<file path="src/hdl/wgm_pkg.sv">
// Shared constants, types and helpers of the wildcard glob matcher.
`default_nettype none

package wgm_pkg;

   localparam int PATTERN_MAX_DEFAULT = 32;

   localparam logic [7:0] CHAR_NUL     = 8'h00;
   localparam logic [7:0] CHAR_STAR    = 8'h2A;
   localparam logic [7:0] CHAR_QUERY   = 8'h3F;
   localparam logic [7:0] CHAR_UPPER_A = 8'h41;
   localparam logic [7:0] CHAR_UPPER_Z = 8'h5A;
   localparam logic [7:0] CHAR_LOWER_A = 8'h61;

   typedef enum logic [1:0] {
      FUNC_CLEAR   = 2'd0,
      FUNC_APPEND  = 2'd1,
      FUNC_SUBJECT = 2'd2
   } func_type;

   typedef struct packed {
      logic clear;
      logic write;
      logic rearm;
      logic step;
   } cell_ctl_type;

   function automatic logic [7:0] fold_lower(input logic [7:0] c);
      logic [7:0] r;
      r = c;
      if (c inside {[CHAR_UPPER_A:CHAR_UPPER_Z]}) begin
         r = c - CHAR_UPPER_A + CHAR_LOWER_A;
      end
      return r;
   endfunction

endpackage

`default_nettype wire

</file>
<file path="src/hdl/wgm_cell.sv">
// One pattern position: stored character, its active bit and the hand-off to the next position.
`default_nettype none

module wgm_cell (
   input  wire logic                  clock,
   input  wire logic                  reset,
   input  wire wgm_pkg::cell_ctl_type ctl,
   input  wire logic                  seed,
   input  wire logic                  wr_sel,
   input  wire logic [7:0]            wr_char,
   input  wire logic [7:0]            subj_char,
   input  wire logic                  carry_in,
   input  wire logic                  step_in,
   output logic                       carry_out,
   output logic                       step_out,
   output logic                       active_out
);

   logic [7:0] char_ff;
   logic [7:0] char_in;
   logic       star_ff;
   logic       star_in;
   logic       query_ff;
   logic       query_in;
   logic       used_ff;
   logic       used_in;
   logic       raw_ff;
   logic       raw_in;
   logic       wr_en;
   logic       active;

   assign wr_en    = ctl.write & wr_sel;
   assign char_in  = wgm_pkg::fold_lower(wr_char);
   assign star_in  = (wr_char == wgm_pkg::CHAR_STAR);
   assign query_in = (wr_char == wgm_pkg::CHAR_QUERY);

   // A position is active if it was reached directly or through a run of stars on its left.
   assign active     = raw_ff | carry_in;
   assign active_out = active;
   assign carry_out  = active & used_ff & star_ff;
   assign step_out   = active & used_ff & ~star_ff & (query_ff | (char_ff == subj_char));

   always_comb begin
      used_in = used_ff;
      raw_in  = raw_ff;
      if (ctl.clear) begin
         used_in = 1'b0;
      end
      if (wr_en) begin
         used_in = 1'b1;
      end
      if (ctl.rearm) begin
         raw_in = seed;
      end else if (ctl.step) begin
         raw_in = step_in | carry_out;
      end
   end

   always_ff @(posedge clock) begin
      if (reset) begin
         used_ff <= 1'b0;
         raw_ff  <= seed;
      end else begin
         used_ff <= used_in;
         raw_ff  <= raw_in;
      end
   end

   always_ff @(posedge clock) begin
      if (wr_en) begin
         char_ff  <= char_in;
         star_ff  <= star_in;
         query_ff <= query_in;
      end
   end

endmodule

`default_nettype wire

</file>
<file path="src/hdl/wildcard_glob_matcher.sv">
// Top level of the wildcard glob matcher: control, a chain of position cells and the result register.
// A new beat is taken each cycle unless a result waits and is stalled.
// The end-of-subject beat yields its result in the cycle after acceptance; the active set moves
// one subject byte per cycle unless stalled, and star runs close in the same cycle along the chain.
// Reset empties the pattern, clears the overflow flag and arms position zero.
`default_nettype none

module wildcard_glob_matcher #(
   parameter int PATTERN_MAX = wgm_pkg::PATTERN_MAX_DEFAULT
) (
   input  wire logic       clock,
   input  wire logic       reset,
   input  wire logic       req_valid,
   output logic            req_stall,
   input  wire logic [1:0] req_func,
   input  wire logic [7:0] req_char_code,
   output logic            rsp_valid,
   input  wire logic       rsp_stall,
   output logic            rsp_matched,
   output logic            rsp_pattern_overflow
);

   localparam int LEN_W = $clog2(PATTERN_MAX + 1);

   wgm_pkg::cell_ctl_type ctl;
   logic [LEN_W-1:0]      len_ff;
   logic [LEN_W-1:0]      len_in;
   logic                  overflow_ff;
   logic                  overflow_in;
   logic                  final_raw_ff;
   logic                  final_raw_in;
   logic                  rsp_valid_ff;
   logic                  rsp_valid_in;
   logic                  rsp_matched_ff;
   logic                  rsp_pattern_overflow_ff;
   logic                  accept;
   logic                  end_beat;
   logic                  full;
   logic [7:0]            subj_char;
   logic [PATTERN_MAX:0]  carry;
   logic [PATTERN_MAX:0]  step;
   logic [PATTERN_MAX:0]  active_vec;

   assign req_stall            = rsp_valid_ff & rsp_stall;
   assign accept               = req_valid & ~req_stall;
   assign full                 = (len_ff == LEN_W'(PATTERN_MAX));
   assign subj_char            = wgm_pkg::fold_lower(req_char_code);
   assign rsp_valid            = rsp_valid_ff;
   assign rsp_matched          = rsp_matched_ff;
   assign rsp_pattern_overflow = rsp_pattern_overflow_ff;

   assign carry[0] = 1'b0;
   assign step[0]  = 1'b0;

   for (genvar g = 0; g < PATTERN_MAX; g++) begin : g_cell
      wgm_cell u_cell (
         .clock      (clock),
         .reset      (reset),
         .ctl        (ctl),
         .seed       ((g == 0) ? 1'b1 : 1'b0),
         .wr_sel     (len_ff == LEN_W'(g)),
         .wr_char    (req_char_code),
         .subj_char  (subj_char),
         .carry_in   (carry[g]),
         .step_in    (step[g]),
         .carry_out  (carry[g+1]),
         .step_out   (step[g+1]),
         .active_out (active_vec[g])
      );
   end

   assign active_vec[PATTERN_MAX] = final_raw_ff | carry[PATTERN_MAX];

   always_comb begin
      ctl          = '0;
      len_in       = len_ff;
      overflow_in  = overflow_ff;
      end_beat     = 1'b0;
      if (accept) begin
         case (wgm_pkg::func_type'(req_func))
            wgm_pkg::FUNC_CLEAR: begin
               ctl.clear   = 1'b1;
               ctl.rearm   = 1'b1;
               len_in      = '0;
               overflow_in = 1'b0;
            end
            wgm_pkg::FUNC_APPEND: begin
               if (req_char_code != wgm_pkg::CHAR_NUL) begin
                  ctl.rearm = 1'b1;
                  if (full) begin
                     overflow_in = 1'b1;
                  end else begin
                     ctl.write = 1'b1;
                     len_in    = len_ff + LEN_W'(1);
                  end
               end
            end
            wgm_pkg::FUNC_SUBJECT: begin
               if (req_char_code != wgm_pkg::CHAR_NUL) begin
                  ctl.step = 1'b1;
               end else begin
                  ctl.rearm = 1'b1;
                  end_beat  = 1'b1;
               end
            end
            default: begin
            end
         endcase
      end
   end

   always_comb begin
      final_raw_in = final_raw_ff;
      if (ctl.rearm) begin
         final_raw_in = 1'b0;
      end else if (ctl.step) begin
         final_raw_in = step[PATTERN_MAX];
      end
   end

   assign rsp_valid_in = end_beat | (rsp_valid_ff & rsp_stall);

   always_ff @(posedge clock) begin
      if (reset) begin
         len_ff       <= '0;
         overflow_ff  <= 1'b0;
         final_raw_ff <= 1'b0;
         rsp_valid_ff <= 1'b0;
      end else begin
         len_ff       <= len_in;
         overflow_ff  <= overflow_in;
         final_raw_ff <= final_raw_in;
         rsp_valid_ff <= rsp_valid_in;
      end
   end

   always_ff @(posedge clock) begin
      if (end_beat) begin
         rsp_matched_ff          <= active_vec[len_ff];
         rsp_pattern_overflow_ff <= overflow_ff;
      end
   end

endmodule

`default_nettype wire

</file>
<file path="config.mk">
export PLATFORM = sky130hd
export DESIGN_NAME = wildcard_glob_matcher
export DESIGN_NICKNAME = d
export VERILOG_FILES = /design/src/hdl/wgm_pkg.sv /design/src/hdl/wgm_cell.sv /design/src/hdl/wildcard_glob_matcher.sv
export SDC_FILE = /design/constraint.sdc
export NUM_CORES = 1
export LEC_CHECK = 0
export BUFFER_PORTS_ARGS = -buffer_cell sky130_fd_sc_hd__buf_4
export CAP_MARGIN = 20
export CORE_MARGIN = 2
export CORE_UTILIZATION = 30
export DETAILED_ROUTE_END_ITERATION = 10
export PLACE_DENSITY_LB_ADDON = 0.15
export SYNTH_ARGS = -nofsm -noshare
export SYNTH_HDL_FRONTEND = slang
export SYNTH_HIERARCHICAL = 1
export SYNTH_SLANG_ARGS = --single-unit
</file>
<file path="constraint.sdc">
create_clock -name clock -period 20.7 [get_ports clock]
set_input_delay 0 -clock clock [delete_from_list [all_inputs] [get_ports clock]]
set_output_delay 0 -clock clock [all_outputs]
set_load 0.005 [all_outputs]
</file>
# After elaboration in Yosys (flattened, before gate mapping)
# Index checks and enable logic that the tools add are counted.
[word_totals]
elab_cells = 627
register_bits = 395
output_inout_bits = 4
[classes]
bitwise = 291
magnitude_cmp = 3
add_sub_neg = 3
n_eq_ne = 71
n_mux = 53
n_reduce_logical = 40
[ops]
columns = ["cell", "count"]
rows = [
  ["$eq 8x8->1", 32],
  ["$and 1x1->1", 162],
  ["$eq 6x5->1 const B", 16],
  ["$or 1x1->1", 96],
  ["$reduce_bool 2->1", 33],
  ["$eq 6x4->1 const B", 8],
  ["$mux 1", 44],
  ["$not 1->1", 33],
  ["$eq 6x3->1 const B", 4],
  ["$eq 8x6->1 const B", 2],
  ["$eq 6x2->1 const B", 2],
  ["$mux 6", 2],
  ["$pmux 6 s2", 1],
  ["$add 8x7->8 const B", 1],
  ["$ge 8x7->1 const B", 1],
  ["$le 8x7->1 const B", 1],
  ["$mux 8", 1],
  ["$reduce_and 4->1", 2],
  ["$reduce_bool 8->1", 1],
  ["$sub 8x7->8 const B", 1],
  ["$lt 6x7->1 const B", 1],
  ["$add 6x1->6 const B", 1],
  ["$bmux 1 s6", 1],
  ["$eq 6x1->1 const B", 1],
  ["12 further kinds", 14],
]

# Longest topological paths before layout
[logic_depth]
ltp_word = 98
ltp_mapped = 67

# Hierarchy
# The synthesis kept the hierarchy.
[by_module_without_submodules]
columns = ["module", "cells_per_inst", "instances", "area_each_um2", "seq_area_each_um2"]
rows = [
  ["wgm_cell", 53, 32, 619.3, 350.3],
  ["wildcard_glob_matcher", 150, 1, 1243.7, 240.2],
]

# Least setup slack after synthesis
# OpenSTA, ideal clock, no wires.
[synth_timing]
path_type = "reg2reg"
startpoint = "register g_cell[0].u_cell.raw_ff"
endpoint = "register rsp_matched_ff, in the netlist rsp_matched, data pin"
path_buffers = 0
t_arrival_ps = 14498
t_required_ps = 20441
setup_slack_ps = 5943
setup_time_ps = 259
period_less_slack_ps = 14757
stages_incl_launch_ff = 68
path_cell_list = "edfxtp_1 or2_1 and3_1 or2_1 and3_1 or2_1 and3_1 or2_1 and3_1 or2_1 and3_1 or2_1 and3_1 or2_1 and3_1 or2_1 and3_1 or2_1 [... 32 more ...] and3_1 or2_1 and3_1 or2_1 and3_1 or2_1 and3_1 or2_1 and3_1 or2_1 and3_1 or2_1 and3_1 or2_1 mux4_1 a32oi_1 nand2_1 a211o_1"
[synth_via]
elab_chain_len = 98
[synth_rtl]
columns = ["element", "line_no", "source"]
rows = [
  ["start, declared", "wgm_cell.sv:27", "logic raw_ff;"],
  ["start signal, assigned", "wgm_cell.sv:65", "raw_ff <= raw_in;"],
  ["$and 1x1->1 (*) (2 in series)", "wgm_cell.sv:40", "assign carry_out = active & used_ff & star_ff;"],
  ["via carry[1]", "wildcard_glob_matcher.sv:40", "logic [PATTERN_MAX:0] carry;"],
  ["$or 1x1->1 (*)", "wgm_cell.sv:38", "assign active = raw_ff | carry_in;"],
  ["via active_vec[1]", "wildcard_glob_matcher.sv:42", "logic [PATTERN_MAX:0] active_vec;"],
  ["$and 1x1->1 (*) (2 in series)", "wgm_cell.sv:40", ""],
  ["via carry[2]", "wildcard_glob_matcher.sv:40", ""],
  ["$or 1x1->1 (*)", "wgm_cell.sv:38", ""],
  ["via active_vec[2]", "wildcard_glob_matcher.sv:42", ""],
  ["[... 2 more ...]", "-", ""],
  ["via carry[3]", "wildcard_glob_matcher.sv:40", ""],
  ["[... 1 more ...]", "-", ""],
  ["via active_vec[3]", "wildcard_glob_matcher.sv:42", ""],
  ["[... 2 more ...]", "-", ""],
  ["via carry[4]", "wildcard_glob_matcher.sv:40", ""],
  ["[... 1 more ...]", "-", ""],
  ["via active_vec[4]", "wildcard_glob_matcher.sv:42", ""],
  ["[... 2 more ...]", "-", ""],
  ["via carry[5]", "wildcard_glob_matcher.sv:40", ""],
  ["[... 1 more ...]", "-", ""],
  ["via active_vec[5]", "wildcard_glob_matcher.sv:42", ""],
  ["[... 2 more ...]", "-", ""],
  ["via carry[6]", "wildcard_glob_matcher.sv:40", ""],
  ["[... 1 more ...]", "-", ""],
  ["via active_vec[6]", "wildcard_glob_matcher.sv:42", ""],
  ["[... 2 more ...]", "-", ""],
  ["via carry[7]", "wildcard_glob_matcher.sv:40", ""],
  ["[... 1 more ...]", "-", ""],
  ["via active_vec[7]", "wildcard_glob_matcher.sv:42", ""],
  ["[... 2 more ...]", "-", ""],
  ["via carry[8]", "wildcard_glob_matcher.sv:40", ""],
  ["[... 1 more ...]", "-", ""],
  ["via active_vec[8]", "wildcard_glob_matcher.sv:42", ""],
  ["[... 2 more ...]", "-", ""],
  ["via carry[9]", "wildcard_glob_matcher.sv:40", ""],
  ["[... 1 more ...]", "-", ""],
  ["via active_vec[9]", "wildcard_glob_matcher.sv:42", ""],
  ["[... 2 more ...]", "-", ""],
  ["via carry[10]", "wildcard_glob_matcher.sv:40", ""],
  ["[... 1 more ...]", "-", ""],
  ["via active_vec[10]", "wildcard_glob_matcher.sv:42", ""],
  ["[... 2 more ...]", "-", ""],
  ["via carry[11]", "wildcard_glob_matcher.sv:40", ""],
  ["[... 1 more ...]", "-", ""],
  ["via active_vec[11]", "wildcard_glob_matcher.sv:42", ""],
  ["[... 2 more ...]", "-", ""],
  ["via carry[12]", "wildcard_glob_matcher.sv:40", ""],
  ["[... 1 more ...]", "-", ""],
  ["via active_vec[12]", "wildcard_glob_matcher.sv:42", ""],
  ["[... 2 more ...]", "-", ""],
  ["via carry[13]", "wildcard_glob_matcher.sv:40", ""],
  ["[... 1 more ...]", "-", ""],
  ["via active_vec[13]", "wildcard_glob_matcher.sv:42", ""],
  ["[... 2 more ...]", "-", ""],
  ["via carry[14]", "wildcard_glob_matcher.sv:40", ""],
  ["[... 1 more ...]", "-", ""],
  ["via active_vec[14]", "wildcard_glob_matcher.sv:42", ""],
  ["[... 2 more ...]", "-", ""],
  ["via carry[15]", "wildcard_glob_matcher.sv:40", ""],
  ["[... 1 more ...]", "-", ""],
  ["via active_vec[15]", "wildcard_glob_matcher.sv:42", ""],
  ["[... 2 more ...]", "-", ""],
  ["via carry[16]", "wildcard_glob_matcher.sv:40", ""],
  ["[... 1 more ...]", "-", ""],
  ["via active_vec[16]", "wildcard_glob_matcher.sv:42", ""],
  ["[... 2 more ...]", "-", ""],
  ["via carry[17]", "wildcard_glob_matcher.sv:40", ""],
  ["[... 1 more ...]", "-", ""],
  ["via active_vec[17]", "wildcard_glob_matcher.sv:42", ""],
  ["[... 2 more ...]", "-", ""],
  ["via carry[18]", "wildcard_glob_matcher.sv:40", ""],
  ["[... 1 more ...]", "-", ""],
  ["via active_vec[18]", "wildcard_glob_matcher.sv:42", ""],
  ["[... 2 more ...]", "-", ""],
  ["via carry[19]", "wildcard_glob_matcher.sv:40", ""],
  ["[... 1 more ...]", "-", ""],
  ["via active_vec[19]", "wildcard_glob_matcher.sv:42", ""],
  ["[... 2 more ...]", "-", ""],
  ["via carry[20]", "wildcard_glob_matcher.sv:40", ""],
  ["[... 1 more ...]", "-", ""],
  ["via active_vec[20]", "wildcard_glob_matcher.sv:42", ""],
  ["[... 2 more ...]", "-", ""],
  ["via carry[21]", "wildcard_glob_matcher.sv:40", ""],
  ["[... 1 more ...]", "-", ""],
  ["via active_vec[21]", "wildcard_glob_matcher.sv:42", ""],
  ["[... 2 more ...]", "-", ""],
  ["via carry[22]", "wildcard_glob_matcher.sv:40", ""],
  ["[... 1 more ...]", "-", ""],
  ["via active_vec[22]", "wildcard_glob_matcher.sv:42", ""],
  ["[... 2 more ...]", "-", ""],
  ["via carry[23]", "wildcard_glob_matcher.sv:40", ""],
  ["[... 1 more ...]", "-", ""],
  ["via active_vec[23]", "wildcard_glob_matcher.sv:42", ""],
  ["[... 2 more ...]", "-", ""],
  ["via carry[24]", "wildcard_glob_matcher.sv:40", ""],
  ["[... 1 more ...]", "-", ""],
  ["via active_vec[24]", "wildcard_glob_matcher.sv:42", ""],
  ["[... 2 more ...]", "-", ""],
  ["via carry[25]", "wildcard_glob_matcher.sv:40", ""],
  ["[... 1 more ...]", "-", ""],
  ["via active_vec[25]", "wildcard_glob_matcher.sv:42", ""],
  ["[... 2 more ...]", "-", ""],
  ["via carry[26]", "wildcard_glob_matcher.sv:40", ""],
  ["[... 1 more ...]", "-", ""],
  ["via active_vec[26]", "wildcard_glob_matcher.sv:42", ""],
  ["[... 2 more ...]", "-", ""],
  ["via carry[27]", "wildcard_glob_matcher.sv:40", ""],
  ["[... 1 more ...]", "-", ""],
  ["via active_vec[27]", "wildcard_glob_matcher.sv:42", ""],
  ["[... 2 more ...]", "-", ""],
  ["via carry[28]", "wildcard_glob_matcher.sv:40", ""],
  ["[... 1 more ...]", "-", ""],
  ["via active_vec[28]", "wildcard_glob_matcher.sv:42", ""],
  ["[... 2 more ...]", "-", ""],
  ["via carry[29]", "wildcard_glob_matcher.sv:40", ""],
  ["[... 1 more ...]", "-", ""],
  ["via active_vec[29]", "wildcard_glob_matcher.sv:42", ""],
  ["[... 2 more ...]", "-", ""],
  ["via carry[30]", "wildcard_glob_matcher.sv:40", ""],
  ["[... 1 more ...]", "-", ""],
  ["via active_vec[30]", "wildcard_glob_matcher.sv:42", ""],
  ["$and 1x1->1 (*) (2 in series)", "wgm_cell.sv:40", ""],
  ["via carry[31]", "wildcard_glob_matcher.sv:40", ""],
  ["$or 1x1->1 (*)", "wgm_cell.sv:38", ""],
  ["via active_vec[31]", "wildcard_glob_matcher.sv:42", ""],
  ["$and 1x1->1 (2 in series)", "wgm_cell.sv:40", ""],
  ["$or 1x1->1", "wildcard_glob_matcher.sv:72", "assign active_vec[PATTERN_MAX] = final_raw_ff | carry[PATTERN_MAX];"],
  ["$bmux 1 s6 (*)", "wildcard_glob_matcher.sv:139", "rsp_matched_ff <= active_vec[len_ff];"],
  ["$mux 1 (implied by the code) (*)", "wildcard_glob_matcher.sv:139", ""],
  ["end signal, assigned", "wildcard_glob_matcher.sv:139", ""],
  ["end, declared", "wildcard_glob_matcher.sv:34", "logic rsp_matched_ff;"],
]
# The timed path passes the listed nets; every way through them passes the cells marked *. The select of a mux whose other input is x is not followed.
# A chain may end at the register's enable or synchronous reset.

# Final worst setup path
# Ends and elaborated chain as after synthesis.

==> flow_summary_export.csv <==
group,metric,value,unit
global_route,grt_remaining_overflow,0,
placement,placed_cell_area,0.0227,sq mm
timing,slew-limit-headroom,0.299,
die,rows,97,
hold_path,hold-path-cell-count,2,
global_route,grt_pass1_wl,84700,microns
route,drt_pre_antenna_iters,7,
logic_synthesis,async_flop_share,0,
clock_tree,clock_path_buffers,3,
final_layout,final_nets,2024,
logic_synthesis,synth_warnings,6,
global_route,antenna_found_initial,1,
power,ir_drop,0.0521,mV
power,powerDensity,77.1,mW/mm^2
setup_path,path_common_cell,"or2_1",
timing,tightest_slew,1.05,ns
logic_synthesis,synth_edf_count,354,
hold_path,whs_endpoint,"g_cell[29].u_cell/used_ff",
timing,maxSlewViolCount,0,
logic_synthesis,synth.distinct_cells,53,
setup_path,crit_buf_inv,0,
die,initial_core_util,0.302,
logic_synthesis,netlist_area,0.0211,sq mm
setup_path,cp_slowest_stage_delay,0.50,ns
global_route,grt_max_degree,102,
logic_synthesis,synth-simple-area-share,0.193,
clock_tree,clkSlewWorstSetupHoldPaths,0.06,ns
timing,grt_setup_unrepaired,"false",
placement,hpwlAfterDp,32200,microns
timing,clock_skew,0.0157,ns
final_layout,layout-drive-gt1-share,0.114,
die,core_area,0.0698,sq mm
die,die_area,0.0723,sq mm
logic_synthesis,synth_top_family_by_area,"simple AND/OR/NAND/NOR gates",
power,power.leakage,8.33,nW
setup_path,required,21.03,ns
setup_path,arrival,16.45,ns
final_layout,fin_area,0.0243,sq mm
final_layout,synthToLayoutAreaGrowth,15.5,%
setup_path,critical_path_class,"flop to flop",
clock_tree,cts-resized-gates,0,
route,avgRoutedWirePerCell,18.3,microns
die,io_pins,18,
placement,portBuffers,17,
clock_tree,htreeDepth,2,
timing,finalSetupViolations,0,
clock_tree,cts_root_buf,"clkbuf_16",
global_route,first_global_vias,14195,
clock_tree,clk_latency,0.58,ns
placement,gp_congestion,0.776,
clock_tree,cts_buffers,48,
setup_path,worstSetupEndpointType,"flop",
setup_path,crit_fanout,3,
hold_path,hold_start,"reset",
final_layout,final.fill_count,6907,
timing,max_freq,62.1,MHz
logic_synthesis,yosysSeqAreaShare,0.544,
route,routed_wl,54000,microns
logic_synthesis,synth_compound_gate_area_share,0.110,
timing,period_minus_slack,16.11,ns
route,drtIter0Drc,752,
logic_synthesis,syn-instance-count,1846,
route,antenna_left,0,
logic_synthesis,ys.flop_type,"edfxtp_1",
die,die_x,269,microns
clock_tree,cts.sinks,395,
logic_synthesis,synth_xor_area_frac,0.106,
logic_synthesis,ys_seq_elements,395,
global_route,grt.total_usage,0.151,
setup_path,slowest_stage,"mux4_1",
hold_path,hp-class,"input pin to flop",
setup_path,r2r-end,"rsp_matched",
logic_synthesis,synth_fa_ha_area_frac,0.0220,
timing,min_period_over_period,0.778,
route,drcViolationCount,0,
setup_path,rr_worst_depth,67,
setup_path,rrSetupSlack,4.59,ns
logic_synthesis,syn_area_per_cell,11.4,sq um
setup_path,r2r_start,"g_cell[0].u_cell/raw_ff",
die,die_h,269,microns
route,via_count,14394,
run_status,outcome,"finished, final reports clean",
setup_path,crit_family,"simple AND/OR/NAND/NOR gates",
clock_tree,cts_tree,"done",
flow_run,drv_cap,0,
timing,hold_violations,0,
setup_path,critPathLaunchType,"flop",
route,viasPerCell,4.87,
timing,final.setup.tns,0,ns
logic_synthesis,synth_mux_area_frac,0.0102,
[power breakdown]
part / internal [mW] / total (mW) / leakage (nW) / switching, mW
sequential: 0.877 / 0.880 / 3.56 / 0.00281
combinational: 0.0582 / 0.173 / 4.00 / 0.114
clock: 0.486 / 0.824 / 0.770 / 0.338
[per-stage QoR]
stage	total power, mW	hold slack, ns	std cells	util	setup slack (ns)
global route	1.96	0.0989	2953	0.349	3.72
CTS	1.91	0.0475	2953	0.349	4.56
global placement	1.07	0.296	2854	0.325	4.87
detailed placement	1.07	0.294	2854	0.325	4.61
finish	1.88	0.0628	2954	0.349	4.59
floorplan	0.989	0.0724	1878	-	5.94
[layout by cell type (no fill, tap or decap), types with 45 or more instances in the layout]
master     instances
a21oi_1          102
and2_1            45
and3_1            48
clkbuf_16         49
edfxtp_1         354
inv_1             73
nand2_1          131
nor2_1           239
nor4_1            67
xor2_1           256
[synthesized netlist by cell type, types with 4 or more instances]
library cell,count,share of area
nand2_1,131,0.023
a21oi_1,102,0.024
ha_1,37,0.022
nand4_1,34,0.010
inv_1,73,0.013
nor4_1,67,0.020
nand3_1,36,0.0086
o41a_1,32,0.017
nor2b_1,4,0.0012
or3_1,35,0.010
dfxtp_1,41,0.039
o32ai_2,32,0.025
nor2_1,240,0.043
o21ai_0,4,0.00095
a21oi_2,32,0.013
xor2_1,256,0.11
or2_1,32,0.0095
o21bai_1,32,0.011
edfxtp_1,354,0.50
and3_1,48,0.014
mux4_1,4,0.0050
and2_1,45,0.013
o31ai_1,33,0.012
nor3_1,37,0.0088
or3_4,32,0.017
nand2b_1,35,0.010
[what timing repair did]
| action | CTS | global route |
|---|---|---|
| setup buffers | 0 | 0 |
| hold buffers | 9 | 0 |
| hold endpoints to repair | 68 | 0 |
[flip-flops by register name (all words and copies together) (netlist names), 6 cells and up]
register	cells
g_cell.u_cell/char_ff	256
g_cell.u_cell/query_ff	32
len_ff	6
g_cell.u_cell/used_ff	32
g_cell.u_cell/star_ff	32
g_cell.u_cell/raw_ff	32
[worst max path at each step]
stage / start / to / slack, ns / cells after the start
floorplan: g_cell[0].u_cell/raw_ff / rsp_matched / 5.94 / 67
global placement: g_cell[0].u_cell/raw_ff / rsp_matched / 4.87 / 67
detailed placement: g_cell[0].u_cell/raw_ff / rsp_matched / 4.61 / 67
CTS: g_cell[0].u_cell/raw_ff / rsp_matched / 4.56 / 67
global route: g_cell[0].u_cell/raw_ff / rsp_matched / 3.72 / 67
finish: g_cell[0].u_cell/raw_ff / rsp_matched / 4.59 / 67
[area by class of cell]
type                    count  area [sq um]  area share
flip-flops and latches    395         11500       0.471
multi-input cells        1404          9440       0.388
clock buffers              69          1410      0.0580
well taps                 940          1180      0.0483
repair buffers             51           434      0.0178
inverters                  73           274      0.0113
clock inverters            21           140     0.00576
diodes                      1          2.50    0.000103
[routing by layer]
metal	wire length [microns]	track usage	vias up
met5	0	0	-
met4	1110	0.0414	0
met3	2020	0.0222	74
met2	25000	0.246	229
met1	25900	0.209	7027
li1	-	-	7064
[logic make-up (layout without fill, tap and decap cells)]
kind of cell	after synthesis	count (layout)
flops	395	395
mux	11	11
simple gates	785	785
fa+ha+maj	37	37
compound gates	281	281
other cells	2	35
xor+xnor	256	256
buf+inv	79	214
(Power assumes the default switching activity.)
